==> src/design/tspt_pkg.sv <==
package tspt_pkg;

	typedef struct packed {
		logic               op;
		logic [5:0]         start_position;
		logic signed [15:0] accel_x;
		logic signed [15:0] accel_y;
		logic signed [15:0] accel_z;
	} in_beat_t;

	typedef struct packed {
		logic [5:0] position;
		logic       moved;
	} out_beat_t;

	localparam logic OP_START  = 1'b0;
	localparam logic OP_SAMPLE = 1'b1;

	// Angles in Q9.16 degrees.
	localparam int ANG_W = 25;
	localparam logic signed [27:0] FULL_TURN = 28'sd23592960;
	localparam logic signed [27:0] HALF_TURN = 28'sd11796480;
	localparam logic signed [27:0] DEG_ONE   = 28'sd65536;
	localparam int ATAN_LEN = 24;

	// Work carried from the front to the back.
	typedef struct packed {
		logic               is_start;
		logic [5:0]         pos;
		logic               accept;   // sample passed the flat and size checks
		logic signed [16:0] vx;
		logic signed [16:0] vy;
		logic [16:0]        s;
	} job_t;

	function automatic logic signed [27:0] atan_entry(input logic [4:0] i);
		logic signed [27:0] r;
		begin
			case (i)
				5'd0:  r = 28'sd2949120;
				5'd1:  r = 28'sd1740967;
				5'd2:  r = 28'sd919879;
				5'd3:  r = 28'sd466945;
				5'd4:  r = 28'sd234379;
				5'd5:  r = 28'sd117304;
				5'd6:  r = 28'sd58666;
				5'd7:  r = 28'sd29335;
				5'd8:  r = 28'sd14668;
				5'd9:  r = 28'sd7334;
				5'd10: r = 28'sd3667;
				5'd11: r = 28'sd1833;
				5'd12: r = 28'sd917;
				5'd13: r = 28'sd458;
				5'd14: r = 28'sd229;
				5'd15: r = 28'sd115;
				5'd16: r = 28'sd57;
				5'd17: r = 28'sd29;
				5'd18: r = 28'sd14;
				5'd19: r = 28'sd7;
				5'd20: r = 28'sd4;
				5'd21: r = 28'sd2;
				5'd22: r = 28'sd1;
				default: r = 28'sd0;
			endcase
			return r;
		end
	endfunction

endpackage

==> src/design/tspt_front.sv <==
module tspt_front (
	input  logic             clk,
	input  logic             arst_n,
	input  logic             cfg_we,
	input  logic [14:0]      cfg_data,
	input  logic             in_valid,
	output logic             in_ready,
	input  tspt_pkg::in_beat_t in_data,
	output logic             job_valid,
	input  logic             job_ready,
	output tspt_pkg::job_t   job_data
);
	import tspt_pkg::*;

	logic [14:0] one_g_q;
	logic [15:0] filt_z_q;
	logic [15:0] az;
	logic [15:0] ax;
	logic [15:0] ay;
	logic [16:0] s;
	logic [14:0] thr;
	logic [15:0] filt_next;
	logic [17:0] thr_mul;
	logic [18:0] az_mul;

	// Two-entry queue between the front and the back.
	job_t        q_mem_q [2];
	logic        wr_ptr_q;
	logic        rd_ptr_q;
	logic [1:0]  cnt_q;
	logic        push;
	logic        pop;
	job_t        job_new;

	assign az = in_data.accel_z[15] ? 16'(-in_data.accel_z) : 16'(in_data.accel_z);
	assign ax = in_data.accel_x[15] ? 16'(-in_data.accel_x) : 16'(in_data.accel_x);
	assign ay = in_data.accel_y[15] ? 16'(-in_data.accel_y) : 16'(in_data.accel_y);
	assign s  = {1'b0, ax} + {1'b0, ay};
	assign thr_mul = {3'b000, one_g_q} * 18'd7;
	assign thr = thr_mul[17:3];
	assign az_mul = {3'b000, az} * 19'd7;
	assign filt_next = {3'b000, filt_z_q[15:3]} + az_mul[18:3];

	always_comb begin
		job_new.is_start = (in_data.op == OP_START);
		job_new.pos      = in_data.start_position;
		job_new.accept   = ({1'b0, az} <= {2'b00, thr}) && (filt_next <= {1'b0, thr})
			&& (s >= 17'd5);
		job_new.vx       = -17'(in_data.accel_x);
		job_new.vy       = -17'(in_data.accel_y);
		job_new.s        = s;
	end

	assign in_ready  = (cnt_q != 2'd2);
	assign push      = in_valid && in_ready;
	assign job_valid = (cnt_q != 2'd0);
	assign pop       = job_valid && job_ready;
	assign job_data  = q_mem_q[rd_ptr_q];

	always_ff @(posedge clk or negedge arst_n) begin
		if (!arst_n) begin
			one_g_q  <= 15'd1024;
			filt_z_q <= 16'd1024;
			wr_ptr_q <= 1'b0;
			rd_ptr_q <= 1'b0;
			cnt_q    <= 2'd0;
		end else begin
			if (cfg_we) begin
				one_g_q <= cfg_data;
			end
			if (push && in_data.op == OP_SAMPLE) begin
				filt_z_q <= filt_next;
			end
			if (push) begin
				wr_ptr_q <= ~wr_ptr_q;
			end
			if (pop) begin
				rd_ptr_q <= ~rd_ptr_q;
			end
			cnt_q <= cnt_q + 2'(push) - 2'(pop);
		end
	end

	always_ff @(posedge clk) begin
		if (push) begin
			q_mem_q[wr_ptr_q] <= job_new;
		end
	end

	assert property (@(posedge clk) disable iff (!arst_n) cnt_q != 2'd3)
		else $error("queue count out of range");
	assert property (@(posedge clk) disable iff (!arst_n)
		(cnt_q == 2'd2 && !pop) |=> cnt_q == 2'd2)
		else $error("full queue lost an entry");
	assert property (@(posedge clk) disable iff (!arst_n)
		(cnt_q == 2'd0) |-> (wr_ptr_q == rd_ptr_q))
		else $error("empty queue pointers disagree");

endmodule

==> src/design/tspt_back.sv <==
module tspt_back #(
	parameter int CORDIC_STEPS = 16
) (
	input  logic               clk,
	input  logic               arst_n,
	input  logic               job_valid,
	output logic               job_ready,
	input  tspt_pkg::job_t     job_data,
	output logic               out_valid,
	input  logic               out_ready,
	output tspt_pkg::out_beat_t out_data
);
	import tspt_pkg::*;

	localparam int STEP_W = $clog2(ATAN_LEN + 1);
	// 2^37 * 32 / 125 rounded up, split into two 18-bit halves.
	localparam logic [17:0] DIV_K_HI = 18'd134217;
	localparam logic [17:0] DIV_K_LO = 18'd190841;
	// 2^23 / 360 and 2^11 / 6, rounded up.
	localparam logic [14:0] TURN_K   = 15'd23302;
	localparam logic [18:0] SIXTH_K  = 19'd342;

	typedef enum logic [11:0] {
		ST_IDLE  = 12'b000000000001,
		ST_ROT   = 12'b000000000010,
		ST_DELTA = 12'b000000000100,
		ST_MUL1  = 12'b000000001000,
		ST_MUL2  = 12'b000000010000,
		ST_ADV   = 12'b000000100000,
		ST_RECIP = 12'b000001000000,
		ST_QUOT  = 12'b000010000000,
		ST_SUM   = 12'b000100000000,
		ST_WRAP  = 12'b001000000000,
		ST_POS   = 12'b010000000000,
		ST_DONE  = 12'b100000000000
	} st_t;

	st_t                 st_q;
	logic [STEP_W-1:0]   step_q;
	logic signed [27:0]  cx_q;
	logic signed [27:0]  cy_q;
	logic signed [27:0]  cz_q;
	logic [ANG_W-1:0]    angle_q;
	logic [5:0]          pos_q;
	logic signed [31:0]  vel_q;
	logic signed [27:0]  d_q;
	logic [16:0]         s_q;
	logic signed [45:0]  ds_q;
	logic signed [47:0]  v_q;
	logic [49:0]         prod_hi_q;
	logic [49:0]         prod_lo_q;
	logic signed [31:0]  adv_q;
	logic signed [31:0]  sum_q;
	logic [6:0]          turn_q;
	logic                out_full_q;
	out_beat_t           out_q;

	logic signed [27:0]  dx;
	logic signed [27:0]  dy;
	logic signed [27:0]  atv;
	logic signed [27:0]  ang_w;
	logic signed [27:0]  d_raw;
	logic signed [27:0]  d_fix;
	logic signed [27:0]  d_abs;
	logic signed [47:0]  v_sum;
	logic signed [31:0]  v_sat;
	logic [31:0]         v_mag;
	logic [67:0]         quot_w;
	logic [29:0]         adv_mag;
	logic signed [31:0]  adv_w;
	logic [14:0]         deg_w;
	logic [29:0]         turn_mul;
	logic [8:0]          deg_mod;
	logic [9:0]          t_deg;
	logic [8:0]          t_mod;
	logic [9:0]          p_num;
	logic [18:0]         p_mul;
	logic [7:0]          p_w;
	logic [5:0]          p_sat;
	logic [9:0]          start_deg;
	logic [8:0]          start_mod;
	logic [5:0]          start_pos;
	logic                out_set;

	assign dx  = cy_q >>> step_q;
	assign dy  = cx_q >>> step_q;
	assign atv = atan_entry(5'(step_q));

	assign ang_w = cz_q[27] ? cz_q + FULL_TURN : cz_q;
	assign d_raw = ang_w - {3'b000, angle_q};
	assign d_fix = (d_raw > HALF_TURN) ? d_raw - FULL_TURN
		: ((d_raw < -HALF_TURN) ? d_raw + FULL_TURN : d_raw);
	assign d_abs = d_fix[27] ? -d_fix : d_fix;

	// v = floor(v/4) + floor(d*s*3/1024), saturated, then held to |v| >= 2.0.
	assign v_sum = 48'(vel_q >>> 2) + 48'((ds_q * 46'sd3) >>> 10);
	always_comb begin
		if (v_q > 48'sd2147483647) begin
			v_sat = 32'sh7fffffff;
		end else if (v_q < -48'sd2147483648) begin
			v_sat = 32'sh80000000;
		end else begin
			v_sat = 32'(v_q);
		end
		if (v_sat < 32'sd512 && v_sat > -32'sd512) begin
			v_sat = v_sat[31] ? -32'sd512 : 32'sd512;
		end
	end

	// Advance by (v*256)/1000 toward zero: |v|*32/125 by reciprocal, then the sign.
	assign v_mag   = vel_q[31] ? 32'(-vel_q) : 32'(vel_q);
	assign quot_w  = {prod_hi_q, 18'd0} + {18'd0, prod_lo_q};
	assign adv_mag = quot_w[66:37];
	assign adv_w   = vel_q[31] ? -signed'({2'b00, adv_mag}) : signed'({2'b00, adv_mag});

	// Whole degrees of the sum, offset by 24 turns so the value is never negative.
	assign deg_w    = 15'((sum_q >>> 16) + 32'sd8640);
	assign turn_mul = 30'(deg_w) * 30'(TURN_K);
	assign deg_mod  = 9'(deg_w - 15'(turn_q) * 15'd360);

	assign t_deg = 10'((26'd29491200 - {1'b0, angle_q}) >> 16);
	assign t_mod = (t_deg >= 10'd360) ? 9'(t_deg - 10'd360) : 9'(t_deg);
	assign p_num = 10'(t_mod) + 10'd3;
	assign p_mul = 19'(p_num) * SIXTH_K;
	assign p_w   = p_mul[18:11];
	assign p_sat = (p_w > 8'd59) ? 6'd59 : 6'(p_w);

	assign start_deg = 10'd450 - 10'(job_data.pos) * 10'd6;
	assign start_mod = (start_deg >= 10'd360) ? 9'(start_deg - 10'd360) : 9'(start_deg);
	assign start_pos = (job_data.pos > 6'd59) ? 6'd59 : job_data.pos;

	assign job_ready = (st_q == ST_IDLE) && (!out_full_q || out_ready);
	assign out_valid = out_full_q;
	assign out_data  = out_q;

	assign out_set = ((st_q == ST_IDLE) && job_valid && job_ready
		&& (job_data.is_start || !job_data.accept))
		|| ((st_q == ST_DELTA) && (d_abs < DEG_ONE))
		|| (st_q == ST_DONE);

	always_ff @(posedge clk or negedge arst_n) begin
		if (!arst_n) begin
			st_q       <= ST_IDLE;
			step_q     <= '0;
			out_full_q <= 1'b0;
			out_q      <= '0;
			angle_q    <= '0;
			pos_q      <= '0;
			vel_q      <= '0;
		end else begin
			out_full_q <= out_set || (out_full_q && !out_ready);
			case (st_q)
				ST_IDLE: begin
					if (job_valid && job_ready) begin
						if (job_data.is_start) begin
							angle_q          <= ANG_W'({start_mod, 16'd0});
							pos_q            <= start_pos;
							out_q.position   <= start_pos;
							out_q.moved      <= 1'b0;
						end else if (!job_data.accept) begin
							out_q.position   <= pos_q;
							out_q.moved      <= 1'b0;
						end else begin
							s_q    <= job_data.s;
							step_q <= '0;
							if (job_data.vx[16]) begin
								if (!job_data.vy[16]) begin
									cx_q <= 28'(job_data.vy) <<< 8;
									cy_q <= -(28'(job_data.vx) <<< 8);
									cz_q <= 28'sd5898240;
								end else begin
									cx_q <= -(28'(job_data.vy) <<< 8);
									cy_q <= 28'(job_data.vx) <<< 8;
									cz_q <= -28'sd5898240;
								end
							end else begin
								cx_q <= 28'(job_data.vx) <<< 8;
								cy_q <= 28'(job_data.vy) <<< 8;
								cz_q <= '0;
							end
							st_q <= ST_ROT;
						end
					end
				end
				ST_ROT: begin
					if (cy_q > 28'sd0) begin
						cx_q <= cx_q + dx;
						cy_q <= cy_q - dy;
						cz_q <= cz_q + atv;
					end else begin
						cx_q <= cx_q - dx;
						cy_q <= cy_q + dy;
						cz_q <= cz_q - atv;
					end
					if (step_q == STEP_W'(CORDIC_STEPS - 1)) begin
						st_q <= ST_DELTA;
					end
					step_q <= step_q + 1'b1;
				end
				ST_DELTA: begin
					d_q <= d_fix;
					if (d_abs < DEG_ONE) begin
						vel_q          <= '0;
						out_q.position <= pos_q;
						out_q.moved    <= 1'b0;
						st_q           <= ST_IDLE;
					end else begin
						st_q <= ST_MUL1;
					end
				end
				ST_MUL1: begin
					ds_q <= 46'(d_q) * 46'(signed'({1'b0, s_q}));
					st_q <= ST_MUL2;
				end
				ST_MUL2: begin
					v_q  <= v_sum;
					st_q <= ST_ADV;
				end
				ST_ADV: begin
					vel_q <= v_sat;
					st_q  <= ST_RECIP;
				end
				ST_RECIP: begin
					prod_hi_q <= 50'(v_mag) * 50'(DIV_K_HI);
					prod_lo_q <= 50'(v_mag) * 50'(DIV_K_LO);
					st_q      <= ST_QUOT;
				end
				ST_QUOT: begin
					adv_q <= adv_w;
					st_q  <= ST_SUM;
				end
				ST_SUM: begin
					sum_q <= signed'({7'd0, angle_q}) + adv_q;
					st_q  <= ST_WRAP;
				end
				ST_WRAP: begin
					turn_q <= turn_mul[29:23];
					st_q   <= ST_POS;
				end
				ST_POS: begin
					angle_q <= {deg_mod, sum_q[15:0]};
					st_q    <= ST_DONE;
				end
				ST_DONE: begin
					pos_q          <= p_sat;
					out_q.position <= p_sat;
					out_q.moved    <= 1'b1;
					st_q           <= ST_IDLE;
				end
				default: st_q <= ST_IDLE;
			endcase
		end
	end

	assert property (@(posedge clk) disable iff (!arst_n) $onehot(st_q))
		else $error("state register not one-hot");
	assert property (@(posedge clk) disable iff (!arst_n)
		(st_q == ST_ROT) |-> step_q < STEP_W'(CORDIC_STEPS))
		else $error("CORDIC step out of range");
	assert property (@(posedge clk) disable iff (!arst_n)
		(st_q != ST_IDLE) |-> !job_ready)
		else $error("job taken while busy");
	assert property (@(posedge clk) disable iff (!arst_n)
		(out_valid && !out_ready) |=> (out_valid && $stable(out_data)))
		else $error("waiting result changed");

endmodule

==> src/design/tilt_spin_position_tracker_unit.sv <==
// Channel  Direction  Payload     Handshake
// in       input      in_beat_t   in_valid / in_ready
// out      output     out_beat_t  out_valid / out_ready
// cfg      input      15 bits     cfg_we, no wait
//
// A start or rejected sample is registered in the queue and then in the output register.
// An accepted sample runs the serial CORDIC loop, then DELTA, MUL1, MUL2, ADV, RECIP,
// QUOT, SUM, WRAP, POS and DONE states; one whose angle barely moves ends at DELTA.
// Reset clears control, angle, position and velocity; one_g_level and filtered |z| reset to 1024.
// A two-beat queue lets the front take up to two beats while the back is busy,
// and a stalled output holds the back without losing a result.
module tilt_spin_position_tracker_unit #(
	parameter int CORDIC_STEPS = 16
) (
	input  logic                clk,
	input  logic                arst_n,
	input  logic                cfg_we,
	input  logic [14:0]         cfg_data,
	input  logic                in_valid,
	output logic                in_ready,
	input  tspt_pkg::in_beat_t  in_data,
	output logic                out_valid,
	input  logic                out_ready,
	output tspt_pkg::out_beat_t out_data
);
	import tspt_pkg::*;

	job_t job_data;
	logic job_valid;
	logic job_ready;

	// The front filters |z|, checks the thresholds and queues the work.
	tspt_front u_front (
		.clk       (clk),
		.arst_n    (arst_n),
		.cfg_we    (cfg_we),
		.cfg_data  (cfg_data),
		.in_valid  (in_valid),
		.in_ready  (in_ready),
		.in_data   (in_data),
		.job_valid (job_valid),
		.job_ready (job_ready),
		.job_data  (job_data)
	);

	// The back runs the CORDIC and the velocity and angle update.
	tspt_back #(
		.CORDIC_STEPS (CORDIC_STEPS)
	) u_back (
		.clk       (clk),
		.arst_n    (arst_n),
		.job_valid (job_valid),
		.job_ready (job_ready),
		.job_data  (job_data),
		.out_valid (out_valid),
		.out_ready (out_ready),
		.out_data  (out_data)
	);

endmodule
==> config.mk <==
export PLATFORM = sky130hd
export DESIGN_NAME = tilt_spin_position_tracker_unit
export DESIGN_NICKNAME = d
export VERILOG_FILES = /design/src/design/tspt_pkg.sv /design/src/design/tspt_front.sv /design/src/design/tspt_back.sv /design/src/design/tilt_spin_position_tracker_unit.sv
export SDC_FILE = /design/constraint.sdc
export NUM_CORES = 2
export LEC_CHECK = 0
export BUFFER_PORTS_ARGS = -buffer_cell sky130_fd_sc_hd__buf_2
export CAP_MARGIN = 20
export CORE_MARGIN = 5
export CORE_UTILIZATION = 60
export CTS_BUF_LIST = sky130_fd_sc_hd__clkbuf_8 sky130_fd_sc_hd__clkbuf_16
export CTS_CLUSTER_DIAMETER = 60
export DETAILED_ROUTE_END_ITERATION = 8
export PLACE_DENSITY = 0.81
export SETUP_SLACK_MARGIN = 0.2
export SLEW_MARGIN = 15
export SYNTH_ARGS = -nofsm -noshare
export SYNTH_HDL_FRONTEND = slang
export SYNTH_SLANG_ARGS = --single-unit
==> constraint.sdc <==
create_clock -name clk -period 8.63 [get_ports clk]
set_input_delay 0.4315 -clock clk [delete_from_list [all_inputs] [get_ports clk]]
set_output_delay 0.4315 -clock clk [all_outputs]
set_load 0.05 [all_outputs]
# After elaboration in Yosys (flattened, before gate mapping)
# Memory sizes are Yosys's and may differ from the RTL's.
# Cells that the tools add are included.
word_totals:
  input_bits: 75
  ram_bits: 118
  out_inout_bits: 9
  ff_bits: 514
  memories: 2
  romBits: 704
  wordCells: 219
classes:
  multipliers: 10
  shifts: 2
  order_cmp: 15
  bitwise: 4
  n_eq_ne: 21
  muxes: 63
  reduce_logical: 41
  addsub: 35
mem_list:
  columns: ["name", "words", "width", "read_ports", "rd_ports_with_merged_regs", "write_ports", "line_no", "source"]
  rows:
  - ["(no name shown)", 32, 22, 1, 0, 0, "tspt_pkg.sv:39", "case (i)"]
  - ["u_front.q_mem_q", 2, 59, 1, 0, 1, "tspt_front.sv:27", "job_t q_mem_q [2];"]
ops:
  columns: ["operator", "n"]
  rows:
  - ["two-way mux 28 bit", 22]
  - ["two-way mux 32 bit", 6]
  - ["one-hot mux 28 bit (2 select lines)", 3]
  - ["one-hot mux 12 bit (11 select lines)", 1]
  - ["adder 28 bit", 3]
  - ["subtractor 28 bit", 3]
  - ["adder 67 x 50 -> 67 bit", 1]
  - ["one-hot mux 32 bit (2 select lines)", 1]
  - ["adder 28 x 26 -> 28 bit (second input constant)", 2]
  - ["negator 25 -> 28 bit", 2]
  - [">>> shifter 28 x 5 -> 28 bit", 2]
  - ["multiplier 32 x 18 -> 50 bit (second input constant)", 1]
  - ["two-way mux 25 bit", 2]
  - ["one-hot mux 25 bit (2 select lines)", 1]
  - ["multiplier 32 x 18 -> 49 bit (second input constant)", 1]
  - ["> comparator 48 x 32 -> 1 bit (second input constant)", 1]
  - ["less-than comparator 48 x 32 -> 1 bit (second input constant)", 1]
  - ["multiplier 46 x 3 -> 48 bit (second input constant)", 1]
  - ["two-way mux 12 bit", 4]
  - ["two-way mux 16 bit", 3]
  - ["negator 16 bit", 3]
  - ["multiplier 28 x 18 -> 46 bit", 1]
  - ["adder 30 x 38 -> 39 bit", 1]
  - ["negator 16 -> 17 bit", 2]
  - ["70 further kinds", 123]

# Depth between registers and ports, before layout
depth:
  ltp_word: 13
  mapped_depth: 34
  depth_no_buf: 34

# Hierarchy
# From an unflattened synthesis, not the netlist that was laid out.
unflattened:
  hier_cells: 8862
  area_unflattened_um2: 85070.3
modules_own_cells:
  columns: ["mod", "seq_area_each_um2", "n_inst", "cells_each", "area_each_um2"]
  rows:
  - ["tspt_back", 13103.8, 1, 7863, 74023.5]
  - ["tspt_front", 4346.7, 1, 999, 11046.8]

# Least setup slack after synthesis
# Ideal clock, no wire load.
synth_path:
  path_type: "register to register"
  from: "register u_back.vel_q[31]"
  to: "register u_back.prod_lo_q[44], data pin"
  setup_ns: 0.263
  path_slack_ns: -0.347
  stages_incl_launch_ff: 31
  synth_period_minus_slack_ns: 8.977
  n_path_buf: 3
  required_ns: 8.367
  arrival_ns: 8.714
  path_cell_list: "dfrtp_1 > clkbuf_1 > clkbuf_1 > clkbuf_1 > o41ai_1 > xnor2_1 > inv_1 > fa_1 > inv_1 > fa_1 > fa_1 > inv_1 > fa_1 > fa_1 > inv_1 > fa_1 > ha_1 > and4_1 > and3_1 > a211o_1 > a41o_1 > o311a_1 > a31o_2 > a21oi_1 > nor3_1 > o311a_1 > o21a_1 > o21a_1 > o21a_1 > a311oi_1 > xnor2_1"
synth_between:
  elab_chain_len: 3
synth_rtl:
  columns: ["item", "line_no", "source"]
  rows:
  - ["from (decl)", "tspt_back.sv:45", "logic signed [31:0] vel_q;"]
  - ["from (signal assigned)", "tspt_back.sv:220", "vel_q <= v_sat;"]
  - ["negator 32 bit", "tspt_back.sv:111", "assign v_mag = vel_q[31] ? 32'(-vel_q) : 32'(vel_q);"]
  - ["two-way mux 32 bit *", "tspt_back.sv:111", null]
  - ["multiplier 32 x 18 -> 50 bit *", "tspt_back.sv:225", "prod_lo_q <= 50'(v_mag) * 50'(DIV_K_LO);"]
  - ["to (signal assigned)", "tspt_back.sv:225", null]
  - ["to (decl)", "tspt_back.sv:51", "logic [49:0] prod_lo_q;"]
# Every way passes the cells marked *; elsewhere a longest branch is shown, timed or not.
# A chain may end at the register's enable or synchronous reset.

# Worst setup path in the final report
layout_path:
  from: "register u_back.vel_q[0]"
  to: "register u_back.prod_lo_q[44], data pin"
# Same word-level chain as after synthesis.

==> impl_metrics.json <==
{
  "outcome": "finished, final reports clean",
  "clk_latency_ns": 0.68,
  "gp_congestion": 0.994,
  "worstSetupPathType": "register to register",
  "setup_viol": 0,
  "hold_viol_final": 0,
  "grt_pass1_wl_um": 370000,
  "final_util": 0.659,
  "synthDistinctLibCells": 104,
  "cts_sinks": 601,
  "die_w_um": 385,
  "ys_ff_latch": 601,
  "clockBufferDepth": 3,
  "cts_max_level": 3,
  "start_util": 0.604,
  "antenna_found_initial": 22,
  "die_area_um2": 148000,
  "rr_endpoint": "u_back.prod_lo_q[44]",
  "reg2reg_depth": 32,
  "max_slew_margin": 0.227,
  "firstDrtPassIters": 5,
  "grt_use_total": 0.316,
  "grt_pass1_vias": 68700,
  "syn_avg_cell_area_um2": 9.60,
  "required_ns": 9.05,
  "rows": 137,
  "wl_per_cell_um": 21.2,
  "hp-class": "input port to register",
  "portBuffers": 83,
  "fin_crit_sh": 0.996,
  "wirelength_um": 232000,
  "cts_buffers": 77,
  "clock-root-buffer": "clkbuf_16",
  "antenna_left": 0,
  "drc_errors": 0,
  "hold_ws_ns": 0.0266,
  "fillers": 10800,
  "io_pins": 84,
  "grt_start_max_net_pins": 69,
  "startpoint_type": "register",
  "crit_path_start": "u_back.vel_q[0]",
  "cp.arrival_ns": 9.01,
  "rsz0062_at_grt": "yes",
  "synth_cells": 8784,
  "crit_slowest_cell": "fa_2",
  "crit_path_max_incr_delay_ns": 0.58,
  "fin_tns_setup_ns": 0,
  "num_vias": 66200,
  "synth-seq-area-share": 0.207,
  "fin_skew_ns": 0.0256,
  "yosys_warnings": 0,
  "synth_ff_type": "edfxtp_1",
  "worst_slack_ns": 0.0359,
  "synth-async-reset-ratio": 0.200,
  "fin_nets": 11100,
  "dp_slack_ns": -0.144,
  "reg2reg_slack_ns": 0.04,
  "tightestPinTransition_ns": 1.15,
  "cp_max_fo": 7,
  "die_h_um": 385,
  "slew_viol_final": 0,
  "viasPerCell": 6.03,
  "fmax_ghz": 0.116,
  "tritoncts": "yes",
  "cp-end-kind": "register",
  "core_um2": 140000,
  "synth_edf_count": 481,
  "drt_iter0_markers": 5373,
  "place_hpwl_um": 188000,
  "cts.clk_slew.worst_paths_ns": 0.06,
  "area_growth_pct": 9.09,
  "drv_cap": 0,
  "synth_area_um2": 84400,
  "regToRegStartpoint": "u_back.vel_q[0]",
  "cp-endpoint": "u_back.prod_lo_q[44]",
  "grt-ovfl-total": 0,
  "finalCriticalPeriod_ns": 8.59,
  "layout-drive-gt1-share": 0.0898
}
==> worst min path at each step <==
stage               slack (ns)                  to         from  depth (start not counted)
finish                    0.03  u_front.one_g_q[4]  cfg_data[4]                          2
global route             0.007  u_front.one_g_q[4]  cfg_data[4]                          2
CTS                     0.0008  u_front.one_g_q[4]  cfg_data[4]                          2
detailed placement        0.40      u_back.st_q[7]       arst_n                          1
global placement          0.39      u_back.st_q[7]       arst_n                          1
floorplan                 0.14   u_back.angle_q[0]       arst_n                          0
==> sequential cells by signal, indices dropped and copies added (netlist names), 5 cells and up <==
name              flops
u_back.adv_q         31
u_back.angle_q       25
u_back.cx_q          28
u_back.cy_q          28
u_back.cz_q          28
u_back.d_q           28
u_back.ds_q          46
u_back.out_data       7
u_back.pos_q          6
u_back.prod_hi_q     45
u_back.prod_lo_q     36
u_back.s_q           17
u_back.st_q          12
u_back.step_q         5
u_back.sum_q         31
u_back.turn_q         6
u_back.v_q           39
u_back.vel_q         32
u_front.filt_z_q     13
u_front.one_g_q      15
u_front.q_mem_q     118
==> cell usage after synthesis (all sizes together), types with 54 or more instances <==
library cell | n | area [um^2]
nand2b | 68 | 425
xor2 | 213 | 1870
a211oi | 54 | 415
or3 | 72 | 460
ha | 1108 | 13900
nand3 | 146 | 743
and2 | 230 | 1440
o21ai | 368 | 1840
nor2 | 473 | 1780
o21a | 64 | 480
mux2i | 66 | 661
xnor2 | 420 | 3690
mux2 | 78 | 901
inv | 1403 | 5270
fa | 924 | 18500
edfxtp | 481 | 14400
a21oi | 399 | 2010
a21o | 124 | 931
nor2b | 64 | 400
nor3 | 155 | 803
nand2 | 781 | 2930
mux4 | 60 | 1350
clkbuf | 185 | 694
dfrtp | 117 | 2930
==> logic make-up (layout without fill, tap and decap cells) <==
| kind of cell | count (synthesis) | count (layout) | share of synthesized area |
|---|---|---|---|
| flip-flops | 601 | 601 | 0.207 |
| AND/OR/NAND/NOR | 2237 | 2237 | 0.127 |
| adder cells (fa/ha/maj) | 2032 | 2032 | 0.384 |
| buffers and inverters | 1635 | 1927 | 0.0729 |
| XOR/XNOR | 633 | 633 | 0.0658 |
| other | 2 | 20 | 0.0000890 |
| AO/OA/AOI/OAI | 1440 | 1440 | 0.110 |
| multiplexers | 204 | 204 | 0.0345 |
==> per-stage QoR <==
stage | cell area [um^2] | instances
after floorplan | 84500 | 8787
after global placement | 87900 | 10700
after detailed placement | 88000 | 10700
after CTS | 91200 | 10900
after global routing | 92000 | 11000
final | 92000 | 11000
==> worst max-delay path, delay by kind of cell (launching register included) <==
family | cells | cell delay (ns)
simple gates | 6 | 1.12
compound gates | 11 | 2.97
flops | 1 | 0.43
xor+xnor | 2 | 0.24
buf+inv | 5 | 0.44
fa+ha+maj | 8 | 3.12
==> placed cells by master (no fill, tap or decap), types with 213 or more instances in the layout <==
cell,n
xor2_1,213
fa_1,922
a21oi_1,388
xnor2_1,409
buf_4,257
nor2_1,467
nand2_1,776
and2_1,226
ha_1,1098
inv_1,1398
o21ai_0,349
edfxtp_1,481
==> final cells by class <==
| cell class | instances | area, um^2 | share of cell area |
|---|---|---|---|
| inverters | 1404 | 5270 | 0.0573 |
| clock inverters | 60 | 677 | 0.00735 |
| flip-flops and latches | 601 | 17500 | 0.190 |
| repair buffers | 382 | 2900 | 0.0315 |
| clock buffers | 81 | 1980 | 0.0215 |
| multi-input cells | 6551 | 61400 | 0.667 |
| diodes | 15 | 37.5 | 0.000408 |
| well taps | 1876 | 2350 | 0.0255 |
==> repair_timing <==
| action | 4_1_cts | 5_1_grt |
|---|---|---|
| hold buffers | 21 | 0 |
| pin swaps | 43 | 49 |
| hold endpoints to repair | 68 | 0 |
| buffers inserted | 20 | 63 |
| resized for setup | 42 | 49 |
| cloned | 0 | 0 |
| endpoints found under the setup margin | 8 | 29 |
==> metal layers <==
metal  vias to the layer above  global-route usage  wire [um]
met2                      2682               0.533     111000
li1                      30100                   -          -
met5                         -                   0         39
met3                       721              0.0529      17200
met1                     32600               0.395      90200
met4                         6               0.153      13600
Power is left out: the tool's default activity adds up to more than one toggle a clock period on the data nets, which glitch-free logic cannot reach.
